### src/rtl/scca_pkg.sv
package scca_pkg;

   localparam int OP_W = 2;
   localparam int SUBPIX_W = 14;
   localparam int INDEX_W = 10;
   localparam int COV_W = 8;

   localparam int SUB_SHIFT = 3;
   localparam int PIX_W = SUBPIX_W - SUB_SHIFT;

   localparam logic [SUB_SHIFT:0] SUB_FULL = 4'd8;

   localparam logic [OP_W-1:0] OP_ADD_SPAN = 2'd0;
   localparam logic [OP_W-1:0] OP_READ = 2'd1;
   localparam logic [OP_W-1:0] OP_READ_CLEAR = 2'd2;

   typedef enum logic [1:0] {
      CMD_RESP,
      CMD_ADD,
      CMD_READ,
      CMD_READ_CLEAR
   } cmd_kind_type;

   typedef struct packed {
      cmd_kind_type kind;
      logic [PIX_W-1:0] first;
      logic [PIX_W-1:0] last;
      logic [PIX_W-1:0] stop;
      logic [SUB_SHIFT-1:0] b_lo;
      logic [SUB_SHIFT:0] e_hi;
      logic bad;
   } cmd_type;

   typedef struct packed {
      logic init_done;
   } back_status_type;

   typedef enum logic [2:0] {
      B_CLEAR,
      B_IDLE,
      B_READ,
      B_WRITE,
      B_DONE
   } back_state_type;

endpackage

### src/rtl/scca_req_if.sv
interface scca_req_if import scca_pkg::*; ();
   logic valid;
   logic ready;
   logic [OP_W-1:0] opcode;
   logic [SUBPIX_W-1:0] span_begin;
   logic [SUBPIX_W-1:0] span_end;
   logic [INDEX_W-1:0] pixel_index;

   modport source (output valid, output opcode, output span_begin, output span_end,
                   output pixel_index, input ready);
   modport sink (input valid, input opcode, input span_begin, input span_end,
                 input pixel_index, output ready);
endinterface

### src/rtl/scca_front.sv
module scca_front import scca_pkg::*; #(
   parameter int LINE_PIXELS = 1024
) (
   scca_req_if.sink req_ch,
   input back_status_type status,
   input logic q_full,
   output logic push_valid,
   output cmd_type push_cmd
);

   localparam int CNT_W = $clog2(LINE_PIXELS + 1);
   localparam int CMP_W = (CNT_W > PIX_W) ? CNT_W : PIX_W;
   localparam logic [CMP_W-1:0] LIMIT = CMP_W'(LINE_PIXELS);

   logic [SUBPIX_W-1:0] end_m1;
   logic [PIX_W-1:0] first_pix;
   logic [PIX_W-1:0] last_pix;
   logic [PIX_W-1:0] read_pix;
   logic first_in_row;
   logic last_in_row;
   logic read_in_row;

   assign req_ch.ready = status.init_done && !q_full;
   assign push_valid = req_ch.valid && req_ch.ready;

   assign end_m1 = req_ch.span_end - 14'd1;
   assign first_pix = req_ch.span_begin[SUBPIX_W-1:SUB_SHIFT];
   assign last_pix = end_m1[SUBPIX_W-1:SUB_SHIFT];
   assign read_pix = PIX_W'(req_ch.pixel_index);
   assign first_in_row = CMP_W'(first_pix) < LIMIT;
   assign last_in_row = CMP_W'(last_pix) < LIMIT;
   assign read_in_row = CMP_W'(read_pix) < LIMIT;

   always_comb begin
      push_cmd.kind = CMD_RESP;
      push_cmd.first = first_pix;
      push_cmd.last = last_pix;
      push_cmd.stop = last_in_row ? last_pix : PIX_W'(LINE_PIXELS - 1);
      push_cmd.b_lo = req_ch.span_begin[SUB_SHIFT-1:0];
      push_cmd.e_hi = {1'b0, end_m1[SUB_SHIFT-1:0]} + 4'd1;
      push_cmd.bad = 1'b0;
      unique case (req_ch.opcode)
         OP_ADD_SPAN: begin
            if (req_ch.span_begin > req_ch.span_end) begin
               push_cmd.bad = 1'b1;
            end else if (req_ch.span_begin != req_ch.span_end && first_in_row) begin
               push_cmd.kind = CMD_ADD;
            end
         end
         OP_READ: begin
            push_cmd.first = read_pix;
            if (read_in_row) begin
               push_cmd.kind = CMD_READ;
            end
         end
         OP_READ_CLEAR: begin
            push_cmd.first = read_pix;
            if (read_in_row) begin
               push_cmd.kind = CMD_READ_CLEAR;
            end
         end
         default: begin
            push_cmd.kind = CMD_RESP;
         end
      endcase
   end

endmodule

### src/flat_wrapper.sv
// flat-port wrapper written by rule: the top's interface ports become plain ports
module scca_front_flat import scca_pkg::*;
#(
   parameter int LINE_PIXELS = 1024
)
  (status, q_full, push_valid, push_cmd, req_ch_valid, req_ch_opcode, req_ch_span_begin, req_ch_span_end, req_ch_pixel_index, req_ch_ready);
  scca_req_if req_ch_i ();
  input back_status_type status;
  input logic q_full;
  output logic push_valid;
  output cmd_type push_cmd;
  input wire logic [$bits(req_ch_i.valid)-1:0] req_ch_valid;
  input wire logic [$bits(req_ch_i.opcode)-1:0] req_ch_opcode;
  input wire logic [$bits(req_ch_i.span_begin)-1:0] req_ch_span_begin;
  input wire logic [$bits(req_ch_i.span_end)-1:0] req_ch_span_end;
  input wire logic [$bits(req_ch_i.pixel_index)-1:0] req_ch_pixel_index;
  output wire logic [$bits(req_ch_i.ready)-1:0] req_ch_ready;
  assign req_ch_i.valid = req_ch_valid;
  assign req_ch_i.opcode = req_ch_opcode;
  assign req_ch_i.span_begin = req_ch_span_begin;
  assign req_ch_i.span_end = req_ch_span_end;
  assign req_ch_i.pixel_index = req_ch_pixel_index;
  assign req_ch_ready = req_ch_i.ready;
  scca_front #(.LINE_PIXELS(LINE_PIXELS)) u_core (.req_ch(req_ch_i), .status(status), .q_full(q_full), .push_valid(push_valid), .push_cmd(push_cmd));
endmodule
### config.mk
export PLATFORM = sky130hd
export DESIGN_NAME = scca_front_flat
export DESIGN_NICKNAME = d
export VERILOG_FILES = /design/src/rtl/scca_pkg.sv /design/src/rtl/scca_req_if.sv /design/src/rtl/scca_front.sv /design/src/flat_wrapper.sv
export SDC_FILE = /design/constraint.sdc
export NUM_CORES = 1
export LEC_CHECK = 0
export ABC_AREA = 1
export BUFFER_PORTS_ARGS = -buffer_cell sky130_fd_sc_hd__buf_2
export CAP_MARGIN = 20
export CORE_MARGIN = 5
export CORE_UTILIZATION = 37
export DETAILED_ROUTE_END_ITERATION = 8
export GPL_ROUTABILITY_DRIVEN = 0
export PLACE_DENSITY = 0.9
export SETUP_SLACK_MARGIN = 0.1
export SYNTH_ARGS = -nofsm -noshare
export SYNTH_HDL_FRONTEND = slang
export SYNTH_SLANG_ARGS = --single-unit
### constraint.sdc
create_clock -name vclk -period 1.15
set_input_delay 0.1725 -clock vclk [all_inputs]
set_output_delay 0.1725 -clock vclk [all_outputs]
set_load 0.1 [all_outputs]
==> results of run 1 <==
-- Yosys cell counts, types with 2 or more instances --
cell type,n,share of area [%]
xnor2_1,2,1.7
ha_1,17,21
nand4_1,2,1.2
inv_1,34,12
nand2_1,49,18
nor2_2,3,1.8
a21oi_1,5,2.4
xor2_1,5,4.2
o21ai_2,2,1.7
nand3_2,2,1.9
buf_4,5,3.6
o21ai_0,2,0.97
nand3_1,10,4.8
mux2_2,10,11
nor3_1,2,0.97
nor2_1,19,6.9
-- metrics by stage --
stage,cell area [µm²],setup TNS (ns),instances
floorplan,1580,-12.93,176
global placement,2860,-14.48,336
-- kinds of logic after synthesis --
kind of cell / Yosys count / synth area share, %
simple gates: 89 / 36.8
buf+inv: 41 / 16.8
fa+ha+maj: 17 / 20.6
compound gates: 10 / 5.82
mux: 10 / 10.9
xor+xnor: 8 / 8.61
other cells: 1 / 0.363
==> key figures, run 1 <==
Floorplan
  – Die H: approximately 63 µm
  – Die Wd: 62.8 µm
  – # rows: 19
  – Initial Utilization: a little under two fifths
  – Ports: 88

Logic synthesis
  – Syn_nets: 236
  – YS warnings: 0
  – Syn avg cell area: between 5 and 6 µm²
  – Sequential share of the synthesized area: 0%
  – Cells after Synth: 176
  – Synthesized area: 0.00103 mm²
  – Yosys cell types: 23

Place
  – IO Port Bufs: 87

Outcome
  – Outcome: did not finish
  – Failing step: 3_5_place_dp
  – Log Error: [ERROR DPL-0038] Utilization greater than 100%, impossible to legalize
==> inputs of run 2 (changes only) <==
Settings changed: CORE_AREA from default to 5 5 66 68, CORE_MARGIN 5 to default, CORE_UTILIZATION 37 to default, DIE_AREA from default to 0 0 71 73, PLACE_DENSITY 0.9 to default, PLACE_DENSITY_LB_ADDON from default to 0.15, SETUP_SLACK_MARGIN 0.1 to default.
Clock period 1.15 ns to 1.5 ns, I/O delays scaled along.
==> key figures, run 2 <==
Outcome
  – Outcome: finished with violations
  – Violated checks: setup timing

Timing
  – Hold Fails Final Rpt: 0
  – Fin crit share: 116%
  – Fin crit period: approximately 1.7 ns
  – FMAX: around 580 MHz
  – RSZ-0062 raised after global routing: true
  – Setup ws final: -0.237 ns
  – Slew Viols, Final: 0
  – Final setup vio count: 21

Logic synthesis
  – Synth top cells by count: nand2_1 (49), inv_1 (34), nor2_1 (19), ha_1 (17)
  – Most numerous cell in the Yosys netlist: nand2_1
  – Main area contributors after synthesis: ha_1 (21%), nand2_1 (18%), inv_1 (12%)
  – Synthesized area: approximately 0.0010 mm²
  – Yosys cell types: 23
  – Syn avg cell area: ~5.9 µm²
  – Syn_nets: 236
  – Sequential share of the synthesized area: 0%
  – Largest area contributor in the netlist: ha_1
  – Cells after Synth: about 180
  – YS warnings: 0
  – Share of the synthesized area in the top cell type: slightly above 20%

Drt
  – Avg WL per Cell: ~20 µm
  – Via density: around 5.0
  – Vias: ~1800
  – DRC Markers: 0
  – Total Wirelength: 7.23 mm
  – Final ANT Viol Nets: 0
  – TritonRoute pass-1 iters: 4
  – First-iteration detailed-routing DRC count: slightly above 90

Floorplan
  – Ports: around 90
  – Initial Utilization: 27.2%
  – # rows: 23
  – Die H: roughly 73 µm
  – Core Region: roughly 0.0038 mm²
  – Die Wd: 71 µm
  – DIE AREA: slightly above 0.005 mm²

Layout
  – Layout cell share with drive strength beyond 1: around 85%
  – Number of diodes: 0
  – Register area: 0 µm²
  – Seq_cells: 0
  – Commonest cells after routing, fill and taps aside: buf_6 (38), buf_4 (38), buf_12 (36), buf_2 (27), nand2_1 (22)
  – Clock Buffer Count: 0
  – Util after Layout: a little over 90%
  – Layout area overhead: 242%
  – Final instance area: about 0.0035 mm²
  – Layout net count: around 380

Place
  – Area after DPL: 0.00273 mm²
  – Final HPWL DP: between 3 and 4 mm
  – IO Port Bufs: 87

Job
  – Max_cap viols: 0

Global routing
  – Initial antenna violation count: 0
  – Vias in the first global route: ~1900
  – Grt ovf: 0
  – Pin count of the biggest net entering global routing: 7
  – Total GRT Usage: about 20%
  – Global-route wire length before repair: about 8.4 mm

Worst setup path
  – Top cell by count, worst path: buf_6
  – Slowest stage delay, CP: about 0.23 ns
  – Crit Path Max Fanout: 3
  – Cell Chain, Critical Path: buf_6 -> buf_6 -> nor2_1 -> nand2_1 -> nor2_4 -> nand2_4 -> xor2_4 -> inv_2 -> nand2_8 -> buf_12
  – Stages on the worst setup path: 10
  – Critical path arrival: between 1.5 and 2 ns
  – Critical path class: primary input to primary output
  – Worst Path Buf+Inv: 4
  – Slowest stage cell, crit path: xor2_4
  – Cell family with most CP delay: simple AND/OR/NAND/NOR gates
  – Critical path startpoint category: primary input
  – CP endpoint kind: primary output
  – Required time worst endpoint: 1.27 ns

Hold path
  – Hold crit path type: primary input to primary output
  – Hold Path End: push_valid
  – Hold wc startpoint: q_full
  – WHS Path Cells: 3

CTS
  – Hold_buf cts: 0

Pwr
  – Static leakage: 1.65 nW
  – VDD IR-drop max: approximately 0.52 mV
  – Power per cell area: ~520 mW/mm²
-- run 2: cells by family after synthesis --
| kind of cell | after synthesis | synth area share [%] |
|---|---|---|
| mux | 10 | 10.9 |
| simple gates | 89 | 36.8 |
| compound gates | 10 | 5.82 |
| buf+inv | 41 | 16.8 |
| xor+xnor | 8 | 8.61 |
| other cells | 1 | 0.363 |
| fa+ha+maj | 17 | 20.6 |
-- run 2: power breakdown --
group / internal [W] / total, W / leakage [nW] / switching, W
Sequential: 0 / 0 / 0 / 0
Clock: 0 / 0 / 0 / 0
Combinational: 0.000713 / 0.00185 / 1.65 / 0.00113
Total: 0.000713 / 0.00185 / 1.65 / 0.00113
-- run 2: area by class of cell --
class | count | area [µm²]
inverter | 35 | 198
fill | 120 | 265
tap | 50 | 62.6
timing repair buffer | 144 | 1640
multi-input combinational | 135 | 1630
-- run 2: metal layers --
metal	part of all wire [%]	track usage, %	vias to the layer above
met4	6.6	8.77	0
li1	-	-	815
met2	57	40.9	105
met3	4.5	3.31	37
met5	0	0	-
met1	32	19.3	862
-- run 2: worst max path at each step --
stage / from / endpoint / slack [ns]
2_1_floorplan: req_ch_span_end[2] / push_cmd[12] / -0.43
4_1_cts: req_ch_span_end[4] / push_cmd[14] / -0.21
6_report: req_ch_span_end[11] / push_cmd[17] / -0.24
3_5_place_dp: req_ch_span_end[9] / push_cmd[41] / -0.38
5_1_grt: req_ch_span_end[3] / push_cmd[27] / -0.31
3_3_place_gp: req_ch_span_end[9] / push_cmd[41] / -0.31
-- run 2: timing repair --
item                       CTS  global route
resized for setup          114            63
setup endpoints to repair   34            31
pin swaps                   38            36
setup buffers                9             4
hold endpoints to repair     0             0
-- run 2: stage by stage --
step	setup slack (ns)	setup TNS, ns	total power (W)	hold WS (ns)	cells
final	-0.237	-3.59	0.00185	0.788	364
after global routing	-0.306	-4.87	0.00190	0.805	364
after CTS	-0.205	-2.97	0.00170	0.790	361
after detailed placement	-0.377	-5.69	0.00151	0.789	352
after global placement	-0.308	-5.27	0.00149	0.784	352
after floorplan	-0.426	-5.19	0.00102	0.557	176
(Power assumes the default switching activity.)
