## src/rtl/scca_pkg.sv

```systemverilog
package scca_pkg;

   localparam int OP_W = 2;
   localparam int SUBPIX_W = 14;
   localparam int INDEX_W = 10;
   localparam int COV_W = 8;

   localparam int SUB_SHIFT = 3;
   localparam int PIX_W = SUBPIX_W - SUB_SHIFT;

   localparam logic [SUB_SHIFT:0] SUB_FULL = 4'd8;

   localparam logic [OP_W-1:0] OP_ADD_SPAN = 2'd0;
   localparam logic [OP_W-1:0] OP_READ = 2'd1;
   localparam logic [OP_W-1:0] OP_READ_CLEAR = 2'd2;

   typedef enum logic [1:0] {
      CMD_RESP,
      CMD_ADD,
      CMD_READ,
      CMD_READ_CLEAR
   } cmd_kind_type;

   typedef struct packed {
      cmd_kind_type kind;
      logic [PIX_W-1:0] first;
      logic [PIX_W-1:0] last;
      logic [PIX_W-1:0] stop;
      logic [SUB_SHIFT-1:0] b_lo;
      logic [SUB_SHIFT:0] e_hi;
      logic bad;
   } cmd_type;

   typedef struct packed {
      logic init_done;
   } back_status_type;

   typedef enum logic [2:0] {
      B_CLEAR,
      B_IDLE,
      B_READ,
      B_WRITE,
      B_DONE
   } back_state_type;

endpackage

```

## src/rtl/scca_queue.sv

```systemverilog
module scca_queue import scca_pkg::*; (
   input logic clock,
   input logic reset,
   input logic push_valid,
   input cmd_type push_cmd,
   output logic q_full,
   output logic q_valid,
   output cmd_type q_cmd,
   input logic q_pop
);

   cmd_type entry_ff [2];
   logic wr_ptr_ff;
   logic wr_ptr_in;
   logic rd_ptr_ff;
   logic rd_ptr_in;
   logic [1:0] count_ff;
   logic [1:0] count_in;
   logic do_push;
   logic do_pop;

   assign q_full = count_ff == 2'd2;
   assign q_valid = count_ff != 2'd0;
   assign q_cmd = entry_ff[rd_ptr_ff];
   assign do_push = push_valid && !q_full;
   assign do_pop = q_pop && q_valid;

   always_comb begin
      wr_ptr_in = do_push ? !wr_ptr_ff : wr_ptr_ff;
      rd_ptr_in = do_pop ? !rd_ptr_ff : rd_ptr_ff;
      count_in = count_ff;
      if (do_push && !do_pop) begin
         count_in = count_ff + 2'd1;
      end else if (do_pop && !do_push) begin
         count_in = count_ff - 2'd1;
      end
   end

   always_ff @(posedge clock) begin
      if (reset) begin
         wr_ptr_ff <= 1'b0;
         rd_ptr_ff <= 1'b0;
         count_ff <= 2'd0;
      end else begin
         wr_ptr_ff <= wr_ptr_in;
         rd_ptr_ff <= rd_ptr_in;
         count_ff <= count_in;
      end
   end

   always_ff @(posedge clock) begin
      if (do_push) begin
         entry_ff[wr_ptr_ff] <= push_cmd;
      end
   end

   a_count_bound: assert property (@(posedge clock) disable iff (reset)
      count_ff <= 2'd2)
      else $error("queue count beyond depth");

   a_pop_nonempty: assert property (@(posedge clock) disable iff (reset)
      q_pop |-> count_ff != 2'd0)
      else $error("pop from empty queue");

endmodule

```

## config.mk

```make
export PLATFORM = sky130hd
export DESIGN_NAME = scca_queue
export DESIGN_NICKNAME = d
export VERILOG_FILES = /design/src/rtl/scca_pkg.sv /design/src/rtl/scca_queue.sv
export SDC_FILE = /design/constraint.sdc
export NUM_CORES = 1
export LEC_CHECK = 0
export ABC_AREA = 1
export BUFFER_PORTS_ARGS = -buffer_cell sky130_fd_sc_hd__buf_4
export CORE_ASPECT_RATIO = 0.6
export CORE_MARGIN = 3
export CORE_UTILIZATION = 40
export CTS_CLUSTER_DIAMETER = 100
export DETAILED_ROUTE_END_ITERATION = 6
export PLACE_DENSITY_LB_ADDON = 0.1
export SLEW_MARGIN = 10
export SYNTH_ARGS = -nofsm -noshare
export SYNTH_HDL_FRONTEND = slang
export SYNTH_SLANG_ARGS = --single-unit
```

## constraint.sdc

```tcl
create_clock -name clock -period 3.65 [get_ports clock]
set_input_delay 0.5475 -clock clock [delete_from_list [all_inputs] [get_ports clock]]
set_output_delay 0.5475 -clock clock [all_outputs]
set_load 0.05 [all_outputs]
```

======== After elaboration in Yosys (flattened, before gate mapping) ========
Memories as Yosys holds them, arrays and structs flattened. A register that Yosys moved wholly into a read port is not among the register bits.
Cells that the tools add are included.
storage, ports and cells
  bits in registers ....................... 4
  RAM bits ................................ 86
  bits of input ports ..................... 47
  output and inout port bits .............. 45
  word-level logic and storage cells ...... 24
  memories kept ........................... 1
memory list
  name      words  bits a word  read ports  clocked after Yosys merged registers in  wr ports  line              RTL
  entry_ff  2      43           1           1                                        1         scca_queue.sv:12  cmd_type entry_ff [2];
operators by class
  add/sub/neg operators ................... 2
  eq/ne operators ......................... 1
  mux-type cells .......................... 6
  reductions and logical operators ........ 11
operators with widths
  operator                                                             number
  1-bit logical NOT                                                    5
  1-bit logical AND                                                    4
  1-bit two-way mux                                                    4
  2-bit two-way mux                                                    2
  2-bit nonzero test                                                   2
  2-bit by 1-bit adder with 2-bit output (second input constant)       1
  2-bit equality test (second input constant)                          1
  2-bit by 1-bit subtractor with 2-bit output (second input constant)  1

======== Logic depth before layout (Yosys ltp) ========
Gate-level depths: netlist of run 1.
  depth in word-level cells ............... 7
  gate-level depth with buffers ........... 10
  depth with buffers taken out ............ 10

======== Worst setup path after synthesis of run 1 ========
Ideal clock, no wire load.
  path kind ............................... input to register
  start ................................... in push_valid
  end ..................................... mem entry_ff[1][0] (netlist name) (enable)
  library setup time ...................... 0.443 ns
  arrival ................................. 2.422 ns
  required time ........................... 3.207 ns
  path slack .............................. 0.785 ns
  stages on the path ...................... 2
  path buffers ............................ 0
  cell sequence ........................... o21ai_2 -> nor2_1
between the ends
  longest elaborated chain between the ends .. 3
RTL lines
  element                                  line              RTL
  from (decl)                              scca_queue.sv:4   input logic push_valid,
  1-bit logical AND                        scca_queue.sv:25  assign do_push = push_valid && !q_full;
  1-bit two-way mux                        scca_queue.sv:52  if (do_push) begin
  1-bit two-way mux (implied by the code)  scca_queue.sv:53  entry_ff[wr_ptr_ff] <= push_cmd;
  to (decl)                                scca_queue.sv:12
No other way between the ends.

==> impl_metrics.ini, run 1 <==
[status]
status = finished, final reports clean

[layout]
fin_cells = 385
antennaDiodeCount = 0
drive_gt1_share_pct = 56.7
nets = 320
area_delta_synth_final_pct = 31.1
fin_util_pct = 56.6

[timing]
fin_crit_sh_pct = 69.4
final-hold-violation-count = 0
finalSetupTns_ns = 0
drv_slew = 0
tightest_slew_ns = 0.827
fin_skew_ns = 0.00288
relSlewSlack_pct = 44.7
fmax_mhz = 395
setup_violations = 0
rsz0062_at_grt = no
hold_ws_ns = 0.396
timing.final.crit_period_ns = 2.53

[worst_setup_path]
critPathLaunchType = register
worstPathMaxFanout = 24
crit_path_end_kind = primary output
slowest_delay_ns = 0.78
arrival_ns = 1.98
crit_chain = buf_12 -> mux2_2 -> buf_4
cp_slowest_cell = dfxtp_2
critical_path_class = register to primary output
crit_required_ns = 3.10
reg2reg_from = count_ff[1]

[routing]
drc = 0
drt_pass1_iterations = 4
drtIter0Drc = 69
drt-total-wl_um = 6210
vias = 1756
wire_per_inst_um = 16.1
avgViaCountPerCell = 4.56
antenna_left = 0

[cts]
ctsResizeCount = 0
cts_hold_buf = 0
clkSinkCount = 91
htreeDepth = 3
cts_buffer_depth = 2
cts_root_buf = clkbuf_16
cts_buffers = 9
postCtsSetupBuffers = 0
clock_latency_ns = 0.33
path_clk_slew_ns = 0.06
tritoncts = built

[place]
dp_cells = 369
hpwl_um = 4150
place.gp.congestion = 0.670
io_buffer_count = 91

[floorplanning]
io_pins = 92
die_h_um = 79.0
die_area_mm2 = 0.0101
initial_core_util_pct = 43.2
rows = 25
die-width_um = 128
core_area_mm2 = 0.00823

[power]
switchingPower_w = 0.00126
power_frac_seq_pct = 38.2
power_report.internal_total_w = 0.00240
leakagePower_nw = 1.85
p_sw_share_pct = 34.4
peakVddDrop_uv = 397
power_w = 0.00366
power_frac_clock_pct = 26.3
power_density_mw_per_mm2 = 786
combPwrFrac_pct = 35.5

[synthesis]
synth_seq_area_share_pct = 75.5
synth_area_leader_cell = edfxtp_1
syn_area_per_cell_um2 = 20.8
ys_seq_elements = 91
ys.warnings.count = 0
synth_cell_types = 15
synth.top_cell.area_share_pct = 72.7
ys.flop_type = edfxtp_1
synth_edf_count = 86
synth_most_common_cell = edfxtp_1
syn_area_mm2 = 0.00355
ys_async_sr_fraction_pct = 0
postSynthCellCount = 171
synth_common_cells = edfxtp_1 (86), mux2_4 (40), inv_1 (8), nor2_1 (8), nand2_1 (7)
synthTopCellsByArea = edfxtp_1 (73%), mux2_4 (17%), dfxtp_1 (2.8%)
syn-num-nets = 219

[grt]
grt_start_max_net_pins = 44
grt_pass1_wl_um = 9820
grt_antenna_before_repair = 0
grt_usage_pct = 13.3
grt_pass1_vias = 1865
gr-total-overflow = 0

[flow_run]
maxCapViolations = 0

[hold_path]
hp-start = push_cmd[11]
min_path_type = primary input to register
==> worst max-delay path: cells and delay by family (launching register included) <==
kind,cells,cell delay [ns]
flops,1,0.78
buf+inv,2,0.49
mux,1,0.36
==> metal layers <==
metal  wire length [um]  part of all wire [%]  global-route usage (%)
met5                  0                     0                       0
met2               2880                    46                    20.6
met3                495                   8.0                    6.79
met4                 59                  0.95                    5.08
met1               2770                    45                    16.0
==> path summary, 6_finish.rpt <==
kind,to,slack (ns),cells after the start
worst max-delay path,q_cmd[32],1.12,3
worst min-delay path,entry_ff[1][11],0.40,1
worst max register to register,entry_ff[0][1],1.83,4
worst min register to register,register,0.50,2
==> state kept, by name (all words and copies together), names as in the netlist, named ones only <==
signal	cells
rd_ptr_ff	1
wr_ptr_ff	1
count_ff	2
entry_ff	86
==> power groups by stage <==
stage	clock network [W]	logic, W	registers [W]
finish	0.000961	0.00130	0.00140
floorplan	0	0.00104	0.00138
CTS	0.000987	0.00132	0.00140
global route	0.00105	0.00137	0.00142
global placement	0	0.00131	0.00142
detailed placement	0	0.00131	0.00142
==> metrics by stage <==
step           setup WS (ns)  cell area [um2]
6_report                1.12             4660
5_1_grt                 1.01             4660
4_1_cts                 1.07             4660
3_5_place_dp            1.44             4340
3_3_place_gp            1.47             4340
2_1_floorplan          0.785             3550
==> area by class of cell <==
class	count	area (um2)
multi-input combinational	67	763
tap	108	135
sequential	91	2680
clock inverter	7	92.6
fill	662	3570
timing repair buffer	95	726
inverter	8	30.0
clock buffer	9	225
==> cells in the final DEF (no fill, tap or decap), types with 2 or more instances in the layout <==
cell | netlist | routed
inv_1 | 8 | 8
buf_4 | 0 | 94
a21oi_1 | 2 | 2
nor2_4 | 0 | 2
nor2_1 | 8 | 6
edfxtp_1 | 86 | 86
clkbuf_16 | 0 | 9
nand3_1 | 2 | 2
dfxtp_1 | 5 | 4
clkinvlp_4 | 0 | 2
nand2_1 | 7 | 7
bufinv_16 | 0 | 2
o21ai_0 | 2 | 2
mux2_4 | 40 | 40
mux2_2 | 3 | 3
==> kinds of logic (layout without fill, tap and decap cells) <==
logic type | after synthesis | count (layout) | synth area share [%]
compound gates | 5 | 5 | 0.810
mux | 43 | 43 | 17.9
fa+ha+maj | 1 | 1 | 0.352
simple gates | 18 | 18 | 2.04
flops | 91 | 91 | 75.5
buf+inv | 13 | 119 | 3.42
Power figures use the tool's default switching activity.
==> run 2, diff against run 1 <==
--- a/config.mk
+++ b/config.mk
@@ -5,7 +5,7 @@
 export SDC_FILE = /design/constraint.sdc
 export NUM_CORES = 1
 export LEC_CHECK = 0
-export ABC_AREA = 1
+export ABC_AREA = 0
 export BUFFER_PORTS_ARGS = -buffer_cell sky130_fd_sc_hd__buf_4
 export CORE_ASPECT_RATIO = 0.6
 export CORE_MARGIN = 3
==> constraint.sdc (replaced) <==
create_clock -name clock -period 2.1 [get_ports clock]
set_input_delay 0.315 -clock clock [delete_from_list [all_inputs] [get_ports clock]]
set_output_delay 0.315 -clock clock [all_outputs]
set_load 0.05 [all_outputs]
==> impl_metrics.ini, run 2 <==
[status]
status = finished, final reports clean

[place]
hpwl_um = 4030
place.gp.congestion = 0.669
dp_cells = 359
pre_cts_ws_ns = 0.454
io_buffer_count = 91

[synthesis]
synth_most_common_cell = edfxtp_1
ys.warnings.count = 0
synth_common_cells = edfxtp_1 (86), mux2_2 (43), buf_2 (5), dfxtp_1 (5), nor2_1 (4)
synth_area_leader_cell = edfxtp_1
syn_area_mm2 = 0.00331
syn_area_per_cell_um2 = 20.8
synth_seq_area_share_pct = 81.0
ys_async_sr_fraction_pct = 0
synthTopCellsByArea = edfxtp_1 (78%), mux2_2 (15%), dfxtp_1 (3.0%)
synth_edf_count = 86
synth_cell_types = 14
ys.flop_type = edfxtp_1
syn-num-nets = 207
ys_seq_elements = 91
postSynthCellCount = 159
synth.top_cell.area_share_pct = 78.0

[timing]
finalSetupTns_ns = 0
worst_slack_ns = 0.130
rsz0062_at_grt = no
tightest_slew_ns = 0.360
drv_slew = 0
timing.final.crit_period_ns = 1.97
hold_ws_ns = 0.169
setup_violations = 0
fin_crit_sh_pct = 93.8
fmax_mhz = 508
relSlewSlack_pct = 76.0
final-hold-violation-count = 0
fin_skew_ns = 0.00456

[worst_setup_path]
arrival_ns = 1.66
worstPathMaxFanout = 19
crit_required_ns = 1.78
slowest_delay_ns = 0.55
r2r_slack_ns = 0.45
reg2reg_to = entry_ff[0][41]
crit_path_end_kind = primary output
crit_family = flip-flops
critical_path_class = register to primary output
rr_worst_depth = 4
reg2reg_from = count_ff[0]
path_buf_inv = 2
critPathLaunchType = register
crit_chain = buf_12 -> mux2_2 -> buf_4
cp_slowest_cell = dfxtp_2

[grt]
gr-total-overflow = 0
grt_start_max_net_pins = 25
grt_pass1_wl_um = 9020
grt_use_met3_pct = 7.49
grt_pass1_vias = 1748
grt_use_met2_pct = 18.9
grt_antenna_before_repair = 0
grt_usage_pct = 13.2
grt_most_used_layer = met2
use_met1_pct = 16.7

[cts]
ctsResizeCount = 0
cts_buffer_depth = 2
path_clk_slew_ns = 0.06
clock_latency_ns = 0.33
clkSinkCount = 91
cts_root_buf = clkbuf_16
tritoncts = built
htreeDepth = 3
postCtsSetupBuffers = 0
cts_buffers = 9
cts_hold_buf = 0

[floorplanning]
die-width_um = 123
core_area_mm2 = 0.00795
initial_core_util_pct = 41.7
rows = 25
die_h_um = 76.5
die_area_mm2 = 0.00944
io_pins = 92

[layout]
nets = 310
reg.largest.list = entry_ff x86, count_ff x2
fin_cells = 375
max_flop_register = entry_ff
final_cell_mix = buf_4 (93), edfxtp_1 (86), mux2_2 (43), clkbuf_16 (9), clkbuf_1 (5)
drive_gt1_share_pct = 58.4
antennaDiodeCount = 0
final_common_cell = buf_4
area_delta_synth_final_pct = 35.4
largest_reg_flops = 86

[hold_path]
whs_endpoint = entry_ff[0][22]
hold_depth = 1
hp-start = push_cmd[22]
min_path_type = primary input to register

[routing]
antenna_left = 0
drtIter0Drc = 100
drt_pass1_iterations = 4
vias = 1731
drc = 0
avgViaCountPerCell = 4.62
wire_per_inst_um = 15.7
drt-total-wl_um = 5880

[power]
leakagePower_nw = 1.67
power_density_mw_per_mm2 = 1390
peakVddDrop_uv = 684
power_w = 0.00622

[flow_run]
maxCapViolations = 0
==> run 2: changes by cell type after synthesis, moves of 3 or more <==
cell / change
buf_12: -4
buf_2: +5
inv_1: -6
mux2_2: +40
mux2_4: -40
nand2_1: -7
nor2_1: -4
xor2_1: +3
==> run 2: kinds of logic after synthesis <==
group | count (synthesis) | synth area share, %
flops | 91 | 81.0
mux | 43 | 14.6
simple gates | 9 | 1.47
buf+inv | 7 | 0.982
compound gates | 5 | 0.755
xor+xnor | 3 | 0.793
fa+ha+maj | 1 | 0.378
==> run 2: metal layers <==
metal / up-vias / share of wire (%)
met2: 63 / 45
met1: 841 / 45
li1: 823 / -
met5: - / 0
met3: 4 / 8.8
met4: 0 / 0.88
==> run 2: worst max-delay path by stage <==
stage	slack, ns	startpoint	depth (start not counted)	end
2_1_floorplan	0.19	count_ff[1]	3	entry_ff[0][0]
5_1_grt	0.05	register	3	q_cmd[10]
3_3_place_gp	0.44	count_ff[0]	4	entry_ff[0][35]
4_1_cts	0.10	register	3	q_cmd[10]
6_report	0.13	register	3	q_cmd[20]
3_5_place_dp	0.45	count_ff[0]	4	entry_ff[0][35]
==> run 2: power by group <==
part | leakage, nW | internal (W) | switching, W
Clock | 0.131 | 0.000868 | 0.000571
Sequential | 0.845 | 0.00228 | 0.000104
Combinational | 0.696 | 0.000844 | 0.00155
Total | 1.67 | 0.00400 | 0.00222
==> run 2: cell type report <==
class / count / area (um2)
well taps: 108 / 135
fillers: 637 / 3460
multi-input cells: 61 / 603
clock buffers: 16 / 272
repair buffers: 97 / 778
flip-flops and latches: 91 / 2680
inverters: 2 / 11.3
==> run 2: per-stage QoR <==
step | util (%) | cell area, um2
floorplan | - | 3320
global placement | 53.0 | 4210
detailed placement | 53.0 | 4210
CTS | 56.4 | 4480
global route | 56.4 | 4480
finish | 56.4 | 4480
==> run 3, diff against run 2 <==
--- a/config.mk
+++ b/config.mk
@@ -9,11 +9,12 @@
 export BUFFER_PORTS_ARGS = -buffer_cell sky130_fd_sc_hd__buf_4
 export CORE_ASPECT_RATIO = 0.6
 export CORE_MARGIN = 3
-export CORE_UTILIZATION = 40
+export CORE_UTILIZATION = 46
 export CTS_CLUSTER_DIAMETER = 100
+export CTS_CLUSTER_SIZE = 12
 export DETAILED_ROUTE_END_ITERATION = 6
 export PLACE_DENSITY_LB_ADDON = 0.1
-export SLEW_MARGIN = 10
+export SLEW_MARGIN = 15
 export SYNTH_ARGS = -nofsm -noshare
 export SYNTH_HDL_FRONTEND = slang
 export SYNTH_SLANG_ARGS = --single-unit
==> impl_metrics.ini, run 3 (same netlist as run 2, synthesis figures left out) <==
[worst_setup_path]
crit_required_ns = 1.78
worstPathMaxFanout = 23
path_buf_inv = 2
slowest_delay_ns = 0.39
critPathLaunchType = register
cp_slowest_cell = mux2_2
crit_chain = buf_4 -> mux2_2 -> buf_4
crit_path_frequent_cell = buf_4
critical_path_class = register to primary output
crit_path_end_kind = primary output
crit_family = buffers and inverters
arrival_ns = 1.54

[cts]
cts_buffer_depth = 2
postCtsSetupBuffers = 0
cts_hold_buf = 0
cts_root_buf = clkbuf_16
tritoncts = built
ctsResizeCount = 0
clock_latency_ns = 0.33
clkSinkCount = 91
path_clk_slew_ns = 0.06
cts_buffers = 9
htreeDepth = 3

[power]
switchingPower_w = 0.00222
power_w = 0.00621
p_sw_share_pct = 35.7
leakagePower_nw = 1.66
power_report.internal_total_w = 0.00400
peakVddDrop_uv = 790
combPwrFrac_pct = 37.9
power_frac_seq_pct = 37.9
power_density_mw_per_mm2 = 1400
power_frac_clock_pct = 24.2

[routing]
drt-total-wl_um = 5480
drc = 0
avgViaCountPerCell = 4.77
antenna_left = 0
wire_per_inst_um = 15.5
drt_pass1_iterations = 4
drtIter0Drc = 93
vias = 1688

[timing]
final-hold-violation-count = 0
finalSetupTns_ns = 0
fmax_mhz = 538
timing.final.crit_period_ns = 1.86
rsz0062_at_grt = no
fin_skew_ns = 0.00524
fin_crit_sh_pct = 88.5
relSlewSlack_pct = 77.5
drv_slew = 0
setup_violations = 0
worst_slack_ns = 0.242
tightest_slew_ns = 0.335

[place]
io_buffer_count = 91
hpwl_um = 3580
place.gp.congestion = 0.695
pre_cts_ws_ns = 0.478
dp_cells = 338

[floorplanning]
rows = 23
initial_core_util_pct = 48.6
die_area_mm2 = 0.00829
die_h_um = 71.7
io_pins = 92
die-width_um = 116
core_area_mm2 = 0.00682

[grt]
gr-total-overflow = 0
grt_pass1_wl_um = 8570
grt_pass1_vias = 1775
grt_antenna_before_repair = 0
grt_usage_pct = 14.5
grt_start_max_net_pins = 24

[layout]
final_common_cell = buf_4
max_flop_register = entry_ff
n_fill_cell = 507
reg.largest.list = entry_ff x86, count_ff x2
fin_cells = 354
antennaDiodeCount = 0
fin_util_pct = 64.8
final_cell_mix = buf_4 (97), edfxtp_1 (86), mux2_2 (43), clkbuf_16 (9)
area_delta_synth_final_pct = 33.5
drive_gt1_share_pct = 59.2
nets = 310
largest_reg_flops = 86

[hold_path]
min_path_type = primary input to register

[flow_run]
maxCapViolations = 0

[status]
status = finished, final reports clean
## run 3: layout make-up
class,instances,area [um2],area share (%)
sequential,91,2680,60.7
multi-input combinational,61,603,13.6
clock inverter,5,53.8,1.22
clock buffer,11,233,5.26
inverter,2,11.3,0.255
tap,87,109,2.46
timing repair buffer,97,728,16.5
## run 3: power by group through the flow
stage | sequential (W) | clock [W] | combinational, W
6_report | 0.00235 | 0.00151 | 0.00235
4_1_cts | 0.00235 | 0.00155 | 0.00238
2_1_floorplan | 0.00237 | 0 | 0.00171
5_1_grt | 0.00238 | 0.00166 | 0.00247
3_3_place_gp | 0.00238 | 0 | 0.00238
3_5_place_dp | 0.00239 | 0 | 0.00237
## run 3: through the flow
stage	hold slack (ns)	area, um2
after detailed placement	0.490	4140
after CTS	0.150	4420
final	0.164	4420
after global placement	0.485	4140
after floorplan	0.384	3320
after global routing	0.140	4420
## run 3: routing by layer
layer	track usage, %	wire, um	vias up
li1	-	-	821
met1	18.2	2390	798
met2	21.2	2510	65
met3	9.03	547	4
met4	3.91	33	0
met5	0	0	-
## run 3: worst paths after layout
path                start               to  slack (ns)  cells after the start
max              register        q_cmd[20]        0.24                      3
min          push_cmd[14]  entry_ff[1][14]        0.16                      1
max reg2reg   count_ff[0]  entry_ff[0][35]        0.47                      4
min reg2reg     wr_ptr_ff        wr_ptr_ff        0.51                      2
